--- config.mk ---
export PLATFORM = sky130hd
export DESIGN_NAME = bom_div
export DESIGN_NICKNAME = d
export VERILOG_FILES = /design/src/rtl/bom_div.sv
export SDC_FILE = /design/constraint.sdc
export NUM_CORES = 2
export LEC_CHECK = 0
export BUFFER_PORTS_ARGS = -buffer_cell sky130_fd_sc_hd__buf_2
export CORE_MARGIN = 4
export CORE_UTILIZATION = 55
export CTS_BUF_LIST = sky130_fd_sc_hd__clkbuf_16
export CTS_CLUSTER_DIAMETER = 60
export DETAILED_ROUTE_END_ITERATION = 8
export GPL_TIMING_DRIVEN = 0
export PLACE_DENSITY = 0.8
export SLEW_MARGIN = 5
export SYNTH_ARGS = -nofsm -noshare
export SYNTH_HDL_FRONTEND = slang
export SYNTH_SLANG_ARGS = --single-unit
export TNS_END_PERCENT = 30
--- constraint.sdc ---
create_clock -name clk -period 3.32 [get_ports clk]
set_input_delay 0.996 -clock clk [delete_from_list [all_inputs] [get_ports clk]]
set_output_delay 0.996 -clock clk [all_outputs]
set_load 0.02 [all_outputs]
--- src/rtl/bom_div.sv ---
// bom_div: pipelined restoring divider, floor((num << FRAC) / den), one
// quotient bit per stage. Quotient must fit Q_W bits. Depends on nothing.
module bom_div #(
    parameter int NUM_W  = 24,
    parameter int DEN_W  = 24,
    parameter int Q_W    = 17,
    parameter int FRAC   = 16,
    parameter int SIDE_W = 1
) (
    input  logic              clk,
    input  logic              rst_n,
    input  logic              en,
    input  logic              in_valid,
    input  logic [NUM_W-1:0]  num,
    input  logic [DEN_W-1:0]  den,
    input  logic [SIDE_W-1:0] side_in,
    output logic              out_valid,
    output logic [Q_W-1:0]    quo,
    output logic [SIDE_W-1:0] side_out
);
    localparam int RW = (NUM_W + FRAC > DEN_W + Q_W) ? NUM_W + FRAC : DEN_W + Q_W;

    logic [RW-1:0]     rem_s  [Q_W+1];
    logic [DEN_W-1:0]  den_s  [Q_W+1];
    logic [Q_W-1:0]    q_s    [Q_W+1];
    logic [SIDE_W-1:0] side_s [Q_W+1];
    logic              val_s  [Q_W+1];

    always_comb
    begin
        rem_s[0] = RW'(num) << FRAC;
    end
    assign den_s[0]  = den;
    assign q_s[0]    = '0;
    assign side_s[0] = side_in;
    assign val_s[0]  = in_valid;

    generate
        for (genvar s = 0; s < Q_W; s++)
        begin : g_stage
            logic [RW-1:0]     dsh;
            logic [RW:0]       trial;
            logic [RW-1:0]     rem_next, rem_reg;
            logic [Q_W-1:0]    q_next, q_reg;
            logic [DEN_W-1:0]  den_reg;
            logic [SIDE_W-1:0] side_reg;
            logic              val_reg;

            always_comb
            begin
                dsh   = RW'(den_s[s]) << (Q_W - 1 - s);
                trial = {1'b0, rem_s[s]} - {1'b0, dsh};
                rem_next = trial[RW] ? rem_s[s] : trial[RW-1:0];
                q_next   = {q_s[s][Q_W-2:0], ~trial[RW]};
            end

            always_ff @(posedge clk)
            begin
                if (en)
                begin
                    rem_reg  <= rem_next;
                    q_reg    <= q_next;
                    den_reg  <= den_s[s];
                    side_reg <= side_s[s];
                end
            end

            always_ff @(posedge clk or negedge rst_n)
            begin
                if (!rst_n)
                    val_reg <= 1'b0;
                else if (en)
                    val_reg <= val_s[s];
            end

            assign rem_s[s+1]  = rem_reg;
            assign q_s[s+1]    = q_reg;
            assign den_s[s+1]  = den_reg;
            assign side_s[s+1] = side_reg;
            assign val_s[s+1]  = val_reg;
        end
    endgenerate

    assign out_valid = val_s[Q_W];
    assign quo       = q_s[Q_W];
    assign side_out  = side_s[Q_W];
endmodule

==> impl_metrics.yaml <==
synth:
  synth_nets: 5795
  ys_ff_latch: 1091
  netlist_area_um2: 59900
  synthArstFlopShare_pct: 1.56
  ys_warn_count: 0
  syn_avg_cell_area_um2: 11.2
  yosysSeqAreaShare_pct: 54.5
  synth_cell_types: 87
  synth_top_area_cell: "edfxtp_1"
  synth_top_cells_by_area: "edfxtp_1 54%, ha_1 8.2%, a21oi_1 3.4%"
  synth_top_area_share_pct: 53.8
  synth-main-ff-cell: "edfxtp_1"
  postSynthCellCount: 5334
  synth-edff-count: 1074
setup_path:
  cp_slowest_cell: "o31a_1"
  cp.required_ns: 3.76
  rr_endpoint: "g_stage[12].rem_reg[26]"
  crit_path_start: "g_stage[11].rem_reg[5]"
  critPathArrivalTime_ns: 3.84
  r2r_slack_ns: -0.08
  r2r-start: "g_stage[11].rem_reg[5]"
  startpoint_type: "flip-flop"
  endpoint: "g_stage[12].rem_reg[26]"
  crit_chain: "ha_1 -> nor2b_4 -> o31a_1 -> o31a_1 -> a211oi_4 -> o31ai_4 -> a211oi_2 -> and2_4 -> buf_6 -> clkinvlp_4 -> mux2_2"
  path_class: "flip-flop to flip-flop"
  reg2reg_depth: 11
  path_depth: 11
  crit_fanout: 5
  endpoint_kind: "flip-flop"
  slowest_delay_ns: 0.42
  critPathMostFrequentCell: "o31a_1"
  worst-path-buf-inv: 2
  worst_path_dominant_cell_family: "compound AO/OA/AOI/OAI gates"
cells_and_area:
  largest_reg_flops: 520
  antenna_cells: 0
  drive_gt1_share_pct: 12.8
  fill_cells: 7907
  final-seq-area_um2: 32700
  multiInputGateArea_um2: 26500
  syn_to_final_growth_pct: 14.6
  finalNetCount: 6079
die:
  core-area_um2: 108000
  num_io_pins: 72
  start_util_pct: 55.7
  die_h_um: 338
  rows: 120
  die-area_um2: 114000
  die_x_um: 338
detailed_routing:
  vias_per_cell: 5.77
  wire_per_inst_um: 17.7
  ant_nets: 0
  firstDrtPassIters: 9
  drt_iter0_drc: 2529
  routed_wl_um: 126000
  vias: 41000
  drc: 0
run_status:
  violations: "setup timing"
  status: "complete, but fails checks"
clock_tree:
  cts.clk_slew.worst_paths_ns: 0.06
  clk_latency_ns: 0.70
  cts_tree: "yes"
  cts-buffers-inserted: 118
  clockBufferDepth: 3
  cts-root-buf: "clkbuf_16"
  clock_sinks: 1091
  htree_levels: 3
  hold_buffers: 0
sta:
  drv_slew: 0
  relSlewSlack_pct: 32.1
  fmax_mhz: 294
  min_period_ns: 3.40
  fin_skew_ns: 0.0239
  tightestPinTransition_ns: 1.01
  rsz0062_at_grt: "yes"
  setup_violations: 6
  worst_slack_ns: -0.0760
  period_share_pct: 102
  final_hold_viol_count: 0
place:
  preCtsSetupSlack_ns: -1.98
  io_buffers: 71
  place_congestion: 0.949
  dp_hpwl_um: 89600
grt:
  track_usage_pct: 21.0
  grt_max_degree: 169
  grt_overflow_total: 0
  antenna_found_initial: 1
  grt_pass1_wl_um: 199000
  first_global_vias: 42300
min_path:
  hp-class: "input port to async pin"
power_and_ir_drop:
  p_leak_nw: 27.1
  power_density_nw_per_um2: 831
  vdd_drop_max_mv: 0.506
  p_total_mw: 57.1
job:
  maxCapViolations: 0
through the flow:
stage	instance area (um^2)	instances	hold WS, ns	TNS, ns	util, %
after floorplan	60000	5334	0.400	-0.533	-
after global placement	62100	6808	0.400	-	57.7
after detailed placement	62300	6815	0.405	-958.54	57.9
after CTS	67400	7063	0.173	-3.98	62.6
after global routing	68700	7116	0.202	-9.73	63.8
final	68700	7116	0.210	-0.280	63.8
worst min-delay path by stage:
stage | to | start
floorplan | g_stage[10].q_reg[10] | g_stage[9].q_reg[9]
global placement | g_stage[9].side_reg | g_stage[8].side_reg
detailed placement | g_stage[11].q_reg[3] | g_stage[10].q_reg[2]
CTS | g_stage[13].val_reg | rst_n
global route | g_stage[13].val_reg | rst_n
finish | out_valid | rst_n
power breakdown:
group / switching [mW] / internal (mW) / total (mW)
Clock: 5.32 / 7.39 / 12.7
Combinational: 12.9 / 9.99 / 22.9
Sequential: 1.86 / 19.7 / 21.5
Yosys cell counts (11+ instances only):
cell / n
or4_1: 12
a21oi_1: 408
mux2_2: 80
o211ai_1: 41
nor2_1: 329
o22ai_1: 11
nand3_1: 73
edfxtp_1: 1074
dfrtp_1: 17
nor2b_1: 61
inv_1: 492
o211a_1: 12
clkbuf_1: 90
a21boi_0: 17
xor2_1: 206
nor4_1: 36
nor3_1: 81
nand2_1: 416
a311oi_1: 12
o21bai_1: 37
o21ai_0: 373
or3_1: 32
a31oi_1: 40
and2_1: 29
a211o_1: 16
nand4_1: 50
ha_1: 392
o21a_1: 59
or2_2: 22
nand2b_1: 93
buf_1: 11
a21o_1: 163
and3_1: 36
a211oi_1: 57
o31a_1: 14
xnor2_1: 220
o31ai_1: 48
a2111oi_0: 11
fa_1: 16
nand3b_1: 13
layer usage:
metal	part of all wire (%)	global-route usage, %
met5	0	0
met4	6.9	13.9
met3	3.4	2.63
met2	56	43.1
met1	34	18.7
cells in the final DEF (no fill, tap or decap), types with 37 or more instances in the layout:
master and instances:
nor3_1 74, clkbuf_16 120, buf_4 96, edfxtp_1 1074, o21a_1 59, o21ai_0 347, a21o_1 162, o21bai_1 37
nor2b_1 56, ha_1 370, buf_2 76, nand3_1 72, xnor2_1 220, nand2b_1 91, a211oi_1 40, nand2_1 414
a21oi_1 388, o211ai_1 41, mux2_2 77, inv_1 497, xor2_1 206, nor2_1 327, nand4_1 50
area by class of cell:
class	instances	share of cell area, %
buffer	102	0.982
clock buffer	120	4.37
clock inverter	95	1.13
inverter	492	2.72
multi-input combinational	3640	38.5
sequential	1091	47.6
tap	1403	2.55
timing repair buffer	173	2.15
cells by family after synthesis:
kind of cell	count (synthesis)	synth area share, %
flops	1091	54.5
other cells	1	0.00626
simple gates	1319	10.5
xor+xnor	426	6.22
buf+inv	603	3.82
mux	82	1.54
compound gates	1404	14.7
fa+ha+maj	408	8.72
what timing repair did:
item | 4_1_cts | 5_1_grt
setup endpoints to repair | 893 | 572
resized for setup | 229 | 206
buffers inserted | 29 | 60
pin swaps | 33 | 82
gates cloned | 6 | 0
(Power assumes the default switching activity.)
