### src/rtl/bom_delay.sv
// bom_delay: enable-gated delay line of configurable length (zero allowed).
// No dependencies.
module bom_delay #(
    parameter int W   = 8,
    parameter int LEN = 1
) (
    input  logic         clk,
    input  logic         rst_n,
    input  logic         en,
    input  logic [W-1:0] d,
    output logic [W-1:0] q
);
    generate
        if (LEN == 0)
        begin : g_none
            assign q = d;
        end
        else
        begin : g_line
            logic [W-1:0] tap_reg [LEN];
            always_ff @(posedge clk or negedge rst_n)
            begin
                if (!rst_n)
                begin
                    for (int i = 0; i < LEN; i++)
                        tap_reg[i] <= '0;
                end
                else if (en)
                begin
                    tap_reg[0] <= d;
                    for (int i = 1; i < LEN; i++)
                        tap_reg[i] <= tap_reg[i-1];
                end
            end
            assign q = tap_reg[LEN-1];
        end
    endgenerate
endmodule

### config.mk
export PLATFORM = sky130hd
export DESIGN_NAME = bom_delay
export DESIGN_NICKNAME = d
export VERILOG_FILES = /design/src/rtl/bom_delay.sv
export SDC_FILE = /design/constraint.sdc
export NUM_CORES = 1
export LEC_CHECK = 0
export BUFFER_PORTS_ARGS = -buffer_cell sky130_fd_sc_hd__buf_2
export CORE_AREA = 4 4 41 43
export CTS_CLUSTER_DIAMETER = 100
export CTS_CLUSTER_SIZE = 8
export DETAILED_ROUTE_END_ITERATION = 10
export DIE_AREA = 0 0 45 47
export SYNTH_ARGS = -nofsm -noshare
export SYNTH_HDL_FRONTEND = slang
export SYNTH_SLANG_ARGS = --single-unit
export TNS_END_PERCENT = 100
### constraint.sdc
create_clock -name clk -period 2.1 [get_ports clk]
set_input_delay 0.42 -clock clk [delete_from_list [all_inputs] [get_ports clk]]
set_output_delay 0.42 -clock clk [all_outputs]
set_load 0.005 [all_outputs]
==> results of run 1 <==
worst max path at each step:
| stage | startpoint | end | slack (ns) | depth (start not counted) |
|---|---|---|---|---|
| 6_report | q[1] | q[1] | 0.92 | 1 |
| 5_1_grt | q[3] | q[3] | 0.87 | 1 |
| 4_1_cts | q[3] | q[3] | 0.90 | 1 |
| 3_5_place_dp | en | q[3] | 0.98 | 2 |
| 3_3_place_gp | en | q[0] | 1.0 | 2 |
| 2_1_floorplan | en | q[0] | 1.14 | 2 |
area by class of cell:
cell class / count / share of cell area, %
flip-flops and latches: 8 / 43.4
multi-input cells: 8 / 26.0
repair buffers: 19 / 21.7
clock buffers: 3 / 4.88
well taps: 15 / 4.07
stage by stage:
step / power, mW / std cells / hold slack (ns) / area (µm²)
after global placement: 0.240 / 49 / 0.265 / 429
after CTS: 0.364 / 53 / 0.386 / 462
after floorplan: 0.212 / 17 / 0.124 / 332
final: 0.354 / 53 / 0.394 / 462
after detailed placement: 0.241 / 49 / 0.268 / 429
after global routing: 0.378 / 53 / 0.393 / 462
layout by cell type, fill, tap and decap left out, drive strengths merged:
| cell type | count |
|---|---|
| buf | 18 |
| clkbuf | 3 |
| dfrtp | 8 |
| dlygate4sd3 | 1 |
| mux2 | 8 |
power by group:
group          total (mW)  internal [mW]  switching, mW  leakage, nW
sequential          0.178          0.170        0.00852       0.0935
clock               0.116         0.0653         0.0508       0.0138
combinational      0.0599         0.0403         0.0196        0.141
kinds of logic (layout without fill, tap and decap cells):
| logic type | after synthesis | count (layout) | synth area share [%] |
|---|---|---|---|
| flops | 8 | 8 | 60.4 |
| buf+inv | 1 | 22 | 3.40 |
| mux | 8 | 8 | 36.2 |
metal layers:
metal,global-route usage [%],vias to the layer above,wire [µm]
met5,0,-,0
met4,8.77,0,26
met3,3.83,4,99
met2,9.04,18,225
met1,10.3,91,306
li1,-,101,-
==> results.json, run 1 <==
{
  "clkLatencyLatePin_ns": 0.25,
  "ctsResizeCount": 0,
  "reg2reg_depth": 1,
  "crit_fanout": 2,
  "cts_tree": "done",
  "seq_area_um2": 200,
  "cp_top_family": "flip-flops",
  "maxCapViolCount": 0,
  "grt_usage_pct": 8.05,
  "final.min_clock_period_ns": 1.18,
  "area_growth_syn_to_layout_pct": 39.2,
  "drive_gt1_share_pct": 76.3,
  "diodes": 0,
  "die_h_um": 47,
  "post_cts_buffers": 0,
  "hp-class": "in -> reg",
  "start_util_pct": 25.5,
  "ys_ff_latch": 8,
  "drt_iter0_markers": 0,
  "cts-htree-levels": 1,
  "cts_root_buffer": "clkbuf_4",
  "whs_path_depth": 2,
  "crit_type": "reg -> out",
  "setup_tns_ns": 0,
  "clock-sinks": 8,
  "timing.fmax_mhz": 845,
  "power.density_nw_per_um2": 768,
  "clock_skew_ns": 0,
  "yosys_warnings": 0,
  "synthTopCellsByArea": "dfrtp_1 60%, mux2_4 36%, buf_6 3.4%",
  "hold_end": "q[0]",
  "ys_types": 3,
  "drt_first_pass_iters": 1,
  "timing.rr.start": "q[1]",
  "synthArstFlopShare_pct": 100,
  "cp_slowest_stage_delay_ns": 0.38,
  "wl_um": 659,
  "setup_viol_count_final": 0,
  "worstHoldStart": "d[0]",
  "yosysTopAreaCell": "dfrtp_1",
  "clk_pin_slew_ns": 0.05,
  "vias": 214,
  "grt_max_degree": 9,
  "tightestPinTransition_ns": 0.243,
  "synth_edf_count": 0,
  "fin_util_pct": 35.5,
  "wire_per_inst_um": 12.4,
  "cp.required_ns": 1.68,
  "leakage_nw": 0.248,
  "timing.rr.end": "q[1]",
  "critPathBufInv": 1,
  "cts_made_buffers": 3,
  "fill_cells": 145,
  "synthesis.nets": 28,
  "io_pins": 19,
  "fp-row-count": 13,
  "ant_nets": 0,
  "gp_congestion": 0.559,
  "fin_crit_sh_pct": 56.3,
  "synthTopCellsByCount": "8 x dfrtp_1, 8 x mux2_4, 1 x buf_6",
  "die_w_um": 45,
  "gr-total-overflow": 0,
  "worst_slack_ns": 0.917,
  "synth_top_cell_area_share_pct": 60.4,
  "core_area_um2": 1300,
  "dieArea_um2": 2120,
  "reg2reg_slack_ns": 1.33,
  "grt_pass1_wl_um": 1070,
  "grt_pass1_vias": 233,
  "io_buffers": 18,
  "critical-path-slowest-cell": "dfrtp_1",
  "crit_arrival_ns": 0.76,
  "largest_reg_flops": 8,
  "antenna_found_initial": 0,
  "clockBufferDepth": 2,
  "ir_drop_v": 0.000246,
  "crit_chain": "buf_2",
  "synth-main-ff-cell": "dfrtp_1",
  "synth_cells": 17,
  "end_kind": "output port",
  "dpl_worst_slack_ns": 0.983,
  "via_per_inst": 4.04,
  "nets": 51,
  "cp-start-kind": "flip-flop",
  "rsz0062_at_grt": "false",
  "postSynthAreaPerCell_um2": 19.5,
  "slew-limit-headroom_pct": 83.8,
  "drc": 0,
  "hold_buffers": 1,
  "run_status": "finished clean",
  "syn_area_um2": 332,
  "hold_violations": 0,
  "drv_slew": 0,
  "multi_input_area_um2": 120,
  "ys_seq_area_share_pct": 60.4
}
No activity file was read; power rests on OpenSTA's default activity.
==> run 2: changes to the inputs <==
ABC_AREA = 1   (was default)
clock period = 1.1 ns   (was 2.1 ns; I/O delays follow)
==> run 2 against run 1 <==
Register-to-register slack got worse by 0.82 ns. Worst hold slack lost 0.23 ns. Sequential share of layout area increased by 2.6 points. Critical path depth stayed put. First-iteration DRC count rose by 1. Combinational power rose by 45%. Final cell count is 32% higher. Core utilization down 2.0 points. Global-route usage increased by 0.64 points. Critical path type unchanged. Critical endpoint is now q[5]. Highest routed layer unchanged.
==> results.json, run 2 <==
{
  "synth_cells": 34,
  "gr-total-overflow": 0,
  "hp-class": "in -> reg",
  "grt_pass1_wl_um": 1240,
  "cp-start-kind": "flip-flop",
  "timing.rr.end": "q[5]",
  "critPathBufInv": 1,
  "io_buffers": 18,
  "synth.most_common_cell": "nand2_1",
  "cp_slowest_stage_delay_ns": 0.38,
  "setup_viol_count_final": 0,
  "cp.required_ns": 0.88,
  "dp.cells": 66,
  "timing.rr.start": "q[5]",
  "yosysTopAreaCell": "dfrtp_1",
  "cts_root_buffer": "clkbuf_4",
  "swShare_pct": 23.9,
  "synth_top_cell_area_share_pct": 65.6,
  "antenna_found_initial": 0,
  "final.min_clock_period_ns": 0.975,
  "ys_types": 4,
  "crit_chain": "buf_2",
  "ant_nets": 0,
  "whs_ns": 0.168,
  "final_cell_mix": "24 x nand2_1, 18 x buf_2, 8 x dfrtp_1, 3 x clkbuf_4",
  "io_pins": 19,
  "dpl_worst_slack_ns": 0.349,
  "rsz0062_at_grt": "false",
  "die_w_um": 45,
  "reg2reg_depth": 2,
  "clock_power_share_pct": 34.6,
  "drt_first_pass_iters": 3,
  "share_comb_of_total_power_pct": 13.6,
  "grt_max_degree": 10,
  "hold_buffers": 1,
  "die_h_um": 47,
  "drt_iter0_markers": 1,
  "nets": 68,
  "instances_no_fill": 70,
  "syn_area_um2": 305,
  "fin_crit_sh_pct": 88.7,
  "layout_commonest_cell": "nand2_1",
  "end_kind": "output port",
  "ys_ff_latch": 8,
  "vias": 276,
  "crit_type": "reg -> out",
  "maxCapViolCount": 0,
  "drv_slew": 0,
  "setup_tns_ns": 0,
  "clkLatencyLatePin_ns": 0.25,
  "largest_reg_flops": 8,
  "clock-sinks": 8,
  "yosys_warnings": 0,
  "worst_slack_ns": 0.125,
  "slew-limit-headroom_pct": 88.2,
  "core_area_um2": 1300,
  "dieArea_um2": 2120,
  "run_status": "finished clean",
  "clock_skew_ns": 0,
  "tightestPinTransition_ns": 0.176,
  "via_per_inst": 3.94,
  "post_cts_buffers": 0,
  "wire_per_inst_um": 9.79,
  "cts_tree": "done",
  "postSynthAreaPerCell_um2": 8.98,
  "timing.fmax_mhz": 1030,
  "grt_usage_pct": 8.70,
  "area_growth_syn_to_layout_pct": 42.6,
  "synth_edf_count": 0,
  "synthTopCellsByArea": "dfrtp_1 66%, nand2_1 30%, buf_6 3.7%",
  "busiest_layer": "met2",
  "use_met2_pct": 11.9,
  "synth-main-ff-cell": "dfrtp_1",
  "ys_seq_area_share_pct": 65.6,
  "cts_made_buffers": 3,
  "drc": 0,
  "clk_pin_slew_ns": 0.05,
  "cell_internal_pwr_uw": 489,
  "drive_gt1_share_pct": 40.0,
  "grt_util_met1_pct": 10.3,
  "power.density_nw_per_um2": 1470,
  "hold_end": "q[4]",
  "p_seq_share_pct": 51.9,
  "fp-row-count": 13,
  "ir_drop_v": 0.000541,
  "grt_util_met3_pct": 4.21,
  "power.switching_uw": 153,
  "crit_fanout": 2,
  "worstHoldStart": "d[4]",
  "whs_path_depth": 3,
  "wl_um": 685,
  "synthArstFlopShare_pct": 100,
  "cts-htree-levels": 1,
  "synthesis.nets": 45,
  "grt_pass1_vias": 273,
  "leakage_nw": 0.263,
  "gp_congestion": 0.644,
  "hold_violations": 0,
  "crit_arrival_ns": 0.76,
  "ctsResizeCount": 0,
  "clockBufferDepth": 2,
  "diodes": 0,
  "reg2reg_slack_ns": 0.51,
  "start_util_pct": 23.5,
  "synthTopCellsByCount": "24 x nand2_1, 8 x dfrtp_1, 1 x buf_6, 1 x inv_2",
  "cp_top_family": "flip-flops",
  "critical-path-slowest-cell": "dfrtp_1"
}
-- run 2: through the flow --
step | power (mW) | instance area, µm² | util [%]
global placement | 0.425 | 403 | 31.0
floorplan | 0.374 | 305 | -
global route | 0.699 | 435 | 33.5
CTS | 0.660 | 435 | 33.5
finish | 0.642 | 435 | 33.5
detailed placement | 0.426 | 403 | 31.0
-- run 2: area by class of cell --
cell class / count / area [µm²]
clock buffers: 3 / 22.5
fillers: 158 / 866
inverters: 1 / 3.75
multi-input cells: 24 / 90.1
flip-flops and latches: 8 / 200
well taps: 15 / 18.8
repair buffers: 19 / 100
-- run 2: cell families after synthesis --
kind of cell	Yosys count	synth area share (%)
simple gates	24	29.5
flops	8	65.6
buf+inv	2	4.92
-- run 2: worst min-delay path, delay by kind of cell --
family | cells | cell delay (ns)
simple gates | 2 | 0.09
buf+inv | 1 | 0.07
-- run 2: worst max-delay path by stage --
stage / cells past startpoint / startpoint / slack (ns) / endpoint
CTS: 1 / q[5] / 0.10 / q[5]
detailed placement: 4 / en / 0.35 / q[4]
floorplan: 2 / q[0] / 0.52 / q[0]
finish: 1 / q[5] / 0.12 / q[5]
global placement: 4 / en / 0.34 / q[5]
global route: 1 / q[5] / 0.06 / q[5]
-- run 2: metal layers --
layer  up-vias  wire length [µm]
li1        143                 -
met2        12               308
met4         0                 5
met1       119               294
met5         -                 0
met3         2                77
-- run 2: power by group through the flow --
| stage | clock network, mW | logic [mW] | registers, mW |
|---|---|---|---|
| after floorplan | 0 | 0.0328 | 0.341 |
| after global placement | 0 | 0.0872 | 0.338 |
| after detailed placement | 0 | 0.0874 | 0.338 |
| after CTS | 0.236 | 0.0903 | 0.333 |
| after global routing | 0.260 | 0.102 | 0.336 |
| final | 0.222 | 0.0871 | 0.333 |
