===== src/rtl/bom_pkg.sv =====
// bom_pkg: shared types and constants of the box overlap scorer.
// No dependencies; imported by bom_geom, bom_cordic, bom_aspect and box_overlap_metric.
package bom_pkg;

    localparam int ANGLE_FRAC   = 30;   // angles in quarter turns, 2^30 = pi/2
    localparam int ANGLE_W      = 32;
    localparam int CORDIC_SHIFT = 24;
    localparam int SCORE_BITS   = 18;
    localparam int OUT_DATA_W   = ((SCORE_BITS + 7) / 8) * 8;
    localparam int TABLE_LEN    = 24;

    typedef enum logic [1:0] {
        MODE_IOU  = 2'd0,
        MODE_GIOU = 2'd1,
        MODE_DIOU = 2'd2,
        MODE_CIOU = 2'd3
    } mode_t;

    typedef logic signed [ANGLE_W-1:0] angle_t;

    // atan(2^-i) in quarter turns
    localparam angle_t ATAN_LUT [TABLE_LEN] = '{
        32'sd536870912, 32'sd316933406, 32'sd167458907, 32'sd85004756,
        32'sd42667331,  32'sd21354465,  32'sd10679838,  32'sd5340245,
        32'sd2670163,   32'sd1335087,   32'sd667544,    32'sd333772,
        32'sd166886,    32'sd83443,     32'sd41722,     32'sd20861,
        32'sd10430,     32'sd5215,      32'sd2608,      32'sd1304,
        32'sd652,       32'sd326,       32'sd163,       32'sd81
    };

    // control that travels with each beat
    typedef struct packed {
        mode_t mode;
        logic  degen;
    } item_ctl_t;

endpackage


===== src/rtl/bom_geom.sv =====
// bom_geom: three-stage box geometry - clamp and extents, products, sums.
// Depends on bom_pkg.
module bom_geom #(
    parameter int C = 12
) (
    input  logic                  clk,
    input  logic                  rst_n,
    input  logic                  en,
    input  logic                  in_valid,
    input  logic [8*C-1:0]        in_data,
    input  bom_pkg::mode_t        mode,
    output logic [C-1:0]          w1,
    output logic [C-1:0]          h1,
    output logic [C-1:0]          w2,
    output logic [C-1:0]          h2,
    output logic                  out_valid,
    output bom_pkg::item_ctl_t    out_ctl,
    output logic [2*C-1:0]        inter,
    output logic [2*C-1:0]        uni,
    output logic [2*C+2:0]        num2,
    output logic [2*C+2:0]        den2
);
    import bom_pkg::*;

    // stage 1: extents
    logic [C-1:0] l1, t1, r1, b1, l2, t2, r2, b2;
    logic [C-1:0] ix0, ix1, iy0, iy1;
    logic [C-1:0] w1_next, h1_next, w2_next, h2_next, iw_next, ih_next, cw_next, ch_next;
    logic [C:0]   sx1, sx2, sy1, sy2, dx_next, dy_next;
    logic [C-1:0] w1_reg, h1_reg, w2_reg, h2_reg, iw_reg, ih_reg, cw_reg, ch_reg;
    logic [C:0]   dx_reg, dy_reg;
    mode_t        mode1_reg;
    logic         v1_reg;

    always_comb
    begin
        l1 = in_data[0*C +: C];
        t1 = in_data[1*C +: C];
        r1 = in_data[2*C +: C];
        b1 = in_data[3*C +: C];
        l2 = in_data[4*C +: C];
        t2 = in_data[5*C +: C];
        r2 = in_data[6*C +: C];
        b2 = in_data[7*C +: C];
        if (r1 < l1) r1 = l1;
        if (b1 < t1) b1 = t1;
        if (r2 < l2) r2 = l2;
        if (b2 < t2) b2 = t2;
        w1_next = r1 - l1;
        h1_next = b1 - t1;
        w2_next = r2 - l2;
        h2_next = b2 - t2;
        ix0 = (l1 > l2) ? l1 : l2;
        ix1 = (r1 < r2) ? r1 : r2;
        iy0 = (t1 > t2) ? t1 : t2;
        iy1 = (b1 < b2) ? b1 : b2;
        iw_next = (ix1 > ix0) ? ix1 - ix0 : '0;
        ih_next = (iy1 > iy0) ? iy1 - iy0 : '0;
        cw_next = ((r1 > r2) ? r1 : r2) - ((l1 < l2) ? l1 : l2);
        ch_next = ((b1 > b2) ? b1 : b2) - ((t1 < t2) ? t1 : t2);
        // doubled centres
        sx1 = {1'b0, l1} + {1'b0, r1};
        sx2 = {1'b0, l2} + {1'b0, r2};
        sy1 = {1'b0, t1} + {1'b0, b1};
        sy2 = {1'b0, t2} + {1'b0, b2};
        dx_next = (sx1 > sx2) ? sx1 - sx2 : sx2 - sx1;
        dy_next = (sy1 > sy2) ? sy1 - sy2 : sy2 - sy1;
    end

    always_ff @(posedge clk)
    begin
        if (en)
        begin
            w1_reg    <= w1_next;
            h1_reg    <= h1_next;
            w2_reg    <= w2_next;
            h2_reg    <= h2_next;
            iw_reg    <= iw_next;
            ih_reg    <= ih_next;
            cw_reg    <= cw_next;
            ch_reg    <= ch_next;
            dx_reg    <= dx_next;
            dy_reg    <= dy_next;
            mode1_reg <= mode;
        end
    end

    // stage 2: products
    logic [2*C-1:0] inter_reg, a1_reg, a2_reg, carea_reg, cw2_reg, ch2_reg;
    logic [2*C+1:0] dx2_reg, dy2_reg;
    mode_t          mode2_reg;
    logic           v2_reg;

    always_ff @(posedge clk)
    begin
        if (en)
        begin
            inter_reg <= iw_reg * ih_reg;
            a1_reg    <= w1_reg * h1_reg;
            a2_reg    <= w2_reg * h2_reg;
            carea_reg <= cw_reg * ch_reg;
            cw2_reg   <= cw_reg * cw_reg;
            ch2_reg   <= ch_reg * ch_reg;
            dx2_reg   <= dx_reg * dx_reg;
            dy2_reg   <= dy_reg * dy_reg;
            mode2_reg <= mode1_reg;
        end
    end

    // stage 3: union, enclosing sums and divider operands
    logic [2*C:0]   uni_full, cdiag;
    logic [2*C-1:0] uni_next, gnum;
    logic [2*C+2:0] dd, num2_next, den2_next;
    logic [2*C-1:0] inter3_reg, uni_reg;
    logic [2*C+2:0] num2_reg, den2_reg;
    item_ctl_t      ctl_reg;
    item_ctl_t      ctl_next;
    logic           v3_reg;

    always_comb
    begin
        uni_full = {1'b0, a1_reg} + {1'b0, a2_reg} - {1'b0, inter_reg};
        uni_next = uni_full[2*C-1:0];       // never above the enclosing area
        gnum     = carea_reg - uni_next;
        cdiag    = {1'b0, cw2_reg} + {1'b0, ch2_reg};
        dd       = {1'b0, dx2_reg} + {1'b0, dy2_reg};
        if (mode2_reg == MODE_GIOU)
        begin
            num2_next = (2*C+3)'(gnum);
            den2_next = (2*C+3)'(carea_reg);
        end
        else
        begin
            num2_next = dd;
            den2_next = {cdiag, 2'b00};
        end
        ctl_next.mode  = mode2_reg;
        ctl_next.degen = (uni_next == '0);
    end

    always_ff @(posedge clk)
    begin
        if (en)
        begin
            inter3_reg <= inter_reg;
            uni_reg    <= uni_next;
            num2_reg   <= num2_next;
            den2_reg   <= den2_next;
            ctl_reg    <= ctl_next;
        end
    end

    always_ff @(posedge clk or negedge rst_n)
    begin
        if (!rst_n)
        begin
            v1_reg <= 1'b0;
            v2_reg <= 1'b0;
            v3_reg <= 1'b0;
        end
        else if (en)
        begin
            v1_reg <= in_valid;
            v2_reg <= v1_reg;
            v3_reg <= v2_reg;
        end
    end

    assign w1        = w1_reg;
    assign h1        = h1_reg;
    assign w2        = w2_reg;
    assign h2        = h2_reg;
    assign out_valid = v3_reg;
    assign out_ctl   = ctl_reg;
    assign inter     = inter3_reg;
    assign uni       = uni_reg;
    assign num2      = num2_reg;
    assign den2      = den2_reg;
endmodule


===== config.mk =====
export PLATFORM = sky130hd
export DESIGN_NAME = bom_geom
export DESIGN_NICKNAME = d
export VERILOG_FILES = /design/src/rtl/bom_pkg.sv /design/src/rtl/bom_geom.sv
export SDC_FILE = /design/constraint.sdc
export NUM_CORES = 2
export LEC_CHECK = 0
export BUFFER_PORTS_ARGS = -buffer_cell sky130_fd_sc_hd__buf_2
export CAP_MARGIN = 20
export CORE_MARGIN = 2
export CORE_UTILIZATION = 59
export DETAILED_ROUTE_END_ITERATION = 10
export GPL_ROUTABILITY_DRIVEN = 1
export HOLD_SLACK_MARGIN = 0.15
export PLACE_DENSITY = 0.8
export SYNTH_ARGS = -nofsm -noshare
export SYNTH_HDL_FRONTEND = slang
export SYNTH_SLANG_ARGS = --single-unit

===== constraint.sdc =====
create_clock -name clk -period 6.07 [get_ports clk]
set_input_delay 0.3035 -clock clk [delete_from_list [all_inputs] [get_ports clk]]
set_output_delay 0.3035 -clock clk [all_outputs]
set_load 0.02 [all_outputs]

==> impl_metrics.toml <==
[logic_synthesis]
synth_cells = 6685
yosys_warnings = 0
yosysSeqAreaShare_pct = 20.1
syn_nets = 8457
netlist_area_um2 = 63600
postSynthAreaPerCell_um2 = 9.51
synthTopCellsByArea = "fa_1 (25%), edfxtp_1 (20%), ha_1 (17%)"
synth-seq-cells = 426
synth_top_area_share_pct = 25.0
synth_cell_types = 89
ys.flop_type = "edfxtp_1"
yosysTopAreaCell = "fa_1"
async_reset_ff_share_pct = 0.704
synth-edff-count = 423

[detailed_routing]
dr.pass1.iters = 5
ant_nets = 0
vias = 50200
routed_wl_um = 176000
drc_errors = 0
routedWlPerCell_um = 19.6
vias_per_cell = 5.58
drtIter0Drc = 3813

[worst_setup_path]
worst_r2r_startpoint = "ch_reg[6]"
critical_path_class = "input pin to register"
startpoint_type = "input pin"
startpoint = "in_data[61]"
path_buf_inv = 6
cp.required_ns = 6.44
reg2reg_slack_ns = 0.19
r2r_cells = 20
timing.rr.end = "carea_reg[23]"
worstPathArrival_ns = 6.51
crit_top_cell = "a21oi_2"
crit_path_top_delay_cell = "o32a_1"
end_kind = "register"
slowest_delay_ns = 0.42
cp_max_fo = 5
cp.depth = 37
crit_path_end = "dy_reg[11]"
crit_family = "compound AO/OA/AOI/OAI gates"

[timing]
setup-violations-final = 2
finalHoldViolCount = 0
clock.fmax_mhz = 163
fin_crit_sh_pct = 101
fin_crit_ns = 6.14
max-slew-margin-rel_pct = 19.8
fin_skew_ns = 0.0216
worst_pin_slew_ns = 1.19
fin_ws_ns = -0.0677
rsz0062_at_grt = "true"
drv_slew = 0

[finish]
nFillCells = 8022
nets = 9327
final_util_pct = 69.6
post-route-cell-area_um2 = 74400
area_growth_pct = 17.0
layout-drive-gt1-share_pct = 17.1
final_common_cell = "inv_1"
final_cells = 8999
most-common-layout-cells = "inv_1 (1364), ha_1 (857), fa_1 (792), buf_4 (724), nand2_1 (694)"
multiInputGateArea_um2 = 45900
largest_reg_flops = 48
seqCellArea_um2 = 12800

[clock_tree]
cts_tree = "yes"
root_buffer = "clkbuf_16"
clock_path_buffers = 3
cts_sinks = 426
worst_skew_pair.late_latency_ns = 0.64
clk_pin_slew_ns = 0.06
htreeDepth = 2
cts_made_buffers = 47

[global_routing]
grt_usage_pct = 31.9
grt_use_met2_pct = 52.9
first_global_vias = 51800
grt_use_met1_pct = 41.6
grtUsageMet3_pct = 5.15
grt_antenna_before_repair = 8
busiest_layer = "met2"
grt_max_degree = 183
overflow = 0
grt_pass1_wl_um = 276000

[floorplanning]
rows = 120
die_area_um2 = 110000
die_h_um = 332
die_w_um = 332
start_util_pct = 59.5
io_pins = 256
core_um2 = 107000

[placed_design]
dpl-instance-area_um2 = 71100
place.gp.congestion = 0.991
dp_hpwl_um = 147000
portBuffers = 255
dpl.cell_count = 8795

[outcome]
violations = "negative setup slack"
status = "complete, but fails checks"

[worst_hold_path]
holdCritPathClass = "input pin to register"

[job]
maxCapViolCount = 0
-- cell usage after synthesis (79+ instances only) --
cell type,number
clkbuf_1,172
xnor2_1,269
xor2_1,101
fa_1,794
nor3_1,81
a21o_1,111
o21bai_1,79
o21ai_0,127
and2_1,313
inv_1,1382
nor2_1,264
edfxtp_1,423
ha_1,876
mux2i_1,128
a21oi_1,298
nand2_1,697
-- through the flow --
step	setup TNS, ns	hold WS, ns	setup WS, ns
after CTS	0	0.182	0.00321
after global routing	-3.33	0.240	-0.383
after global placement	-14.58	0.0976	-0.661
after detailed placement	-22.40	0.104	-0.728
after floorplan	-2.00	0.00791	-0.344
final	-0.127	0.208	-0.0677
-- how the worst min path moves through the flow --
stage / start / to / depth (start not counted)
after floorplan: rst_n / out_valid / 0
after detailed placement: rst_n / out_valid / 1
final: en / a1_reg[21] / 1
after global placement: rst_n / out_valid / 1
after global routing: en / a1_reg[23] / 1
after CTS: in_data[12] / h1[0] / 4
-- layout make-up --
| class | instances | share of cell area (%) |
|---|---|---|
| Multi-Input combinational cell | 4691 | 61.7 |
| Sequential cell | 426 | 17.2 |
| Timing Repair Buffer | 1007 | 9.63 |
| Antenna cell | 4 | 0.0135 |
| Clock inverter | 29 | 0.372 |
| Tap cell | 1403 | 2.36 |
| Clock buffer | 57 | 1.69 |
| Inverter | 1382 | 7.02 |
-- cell families after synthesis --
family,count (synthesis),synth area share [%]
buffers and inverters,1568,9.29
xor gates and xnor gates,370,5.10
AOI/OAI and AO/OA,881,8.93
and+or+nand+nor,1626,12.1
other,1,0.00590
adders and majority gates,1670,42.2
muxes,143,2.29
DFF,426,20.1
-- layer usage --
layer	wire [µm]	part of all wire [%]	up-vias
met5	34	0.019	-
met4	8400	4.8	6
met3	13900	7.9	393
met2	83200	47	1951
met1	70700	40	24700
li1	-	-	23200
-- what timing repair did --
item / in CTS / in global routing
hold buffers: 5 / 0
hold endpoints to repair: 6 / 0
gates resized for setup: 6 / 167
pin swaps: 2 / 87
buffers inserted: 5 / 103
endpoints found under the setup margin: 10 / 72
cloned: 0 / 1
Power is not shown: default switching activity piles up to over one toggle a cycle in this logic, so the estimate is an artifact.
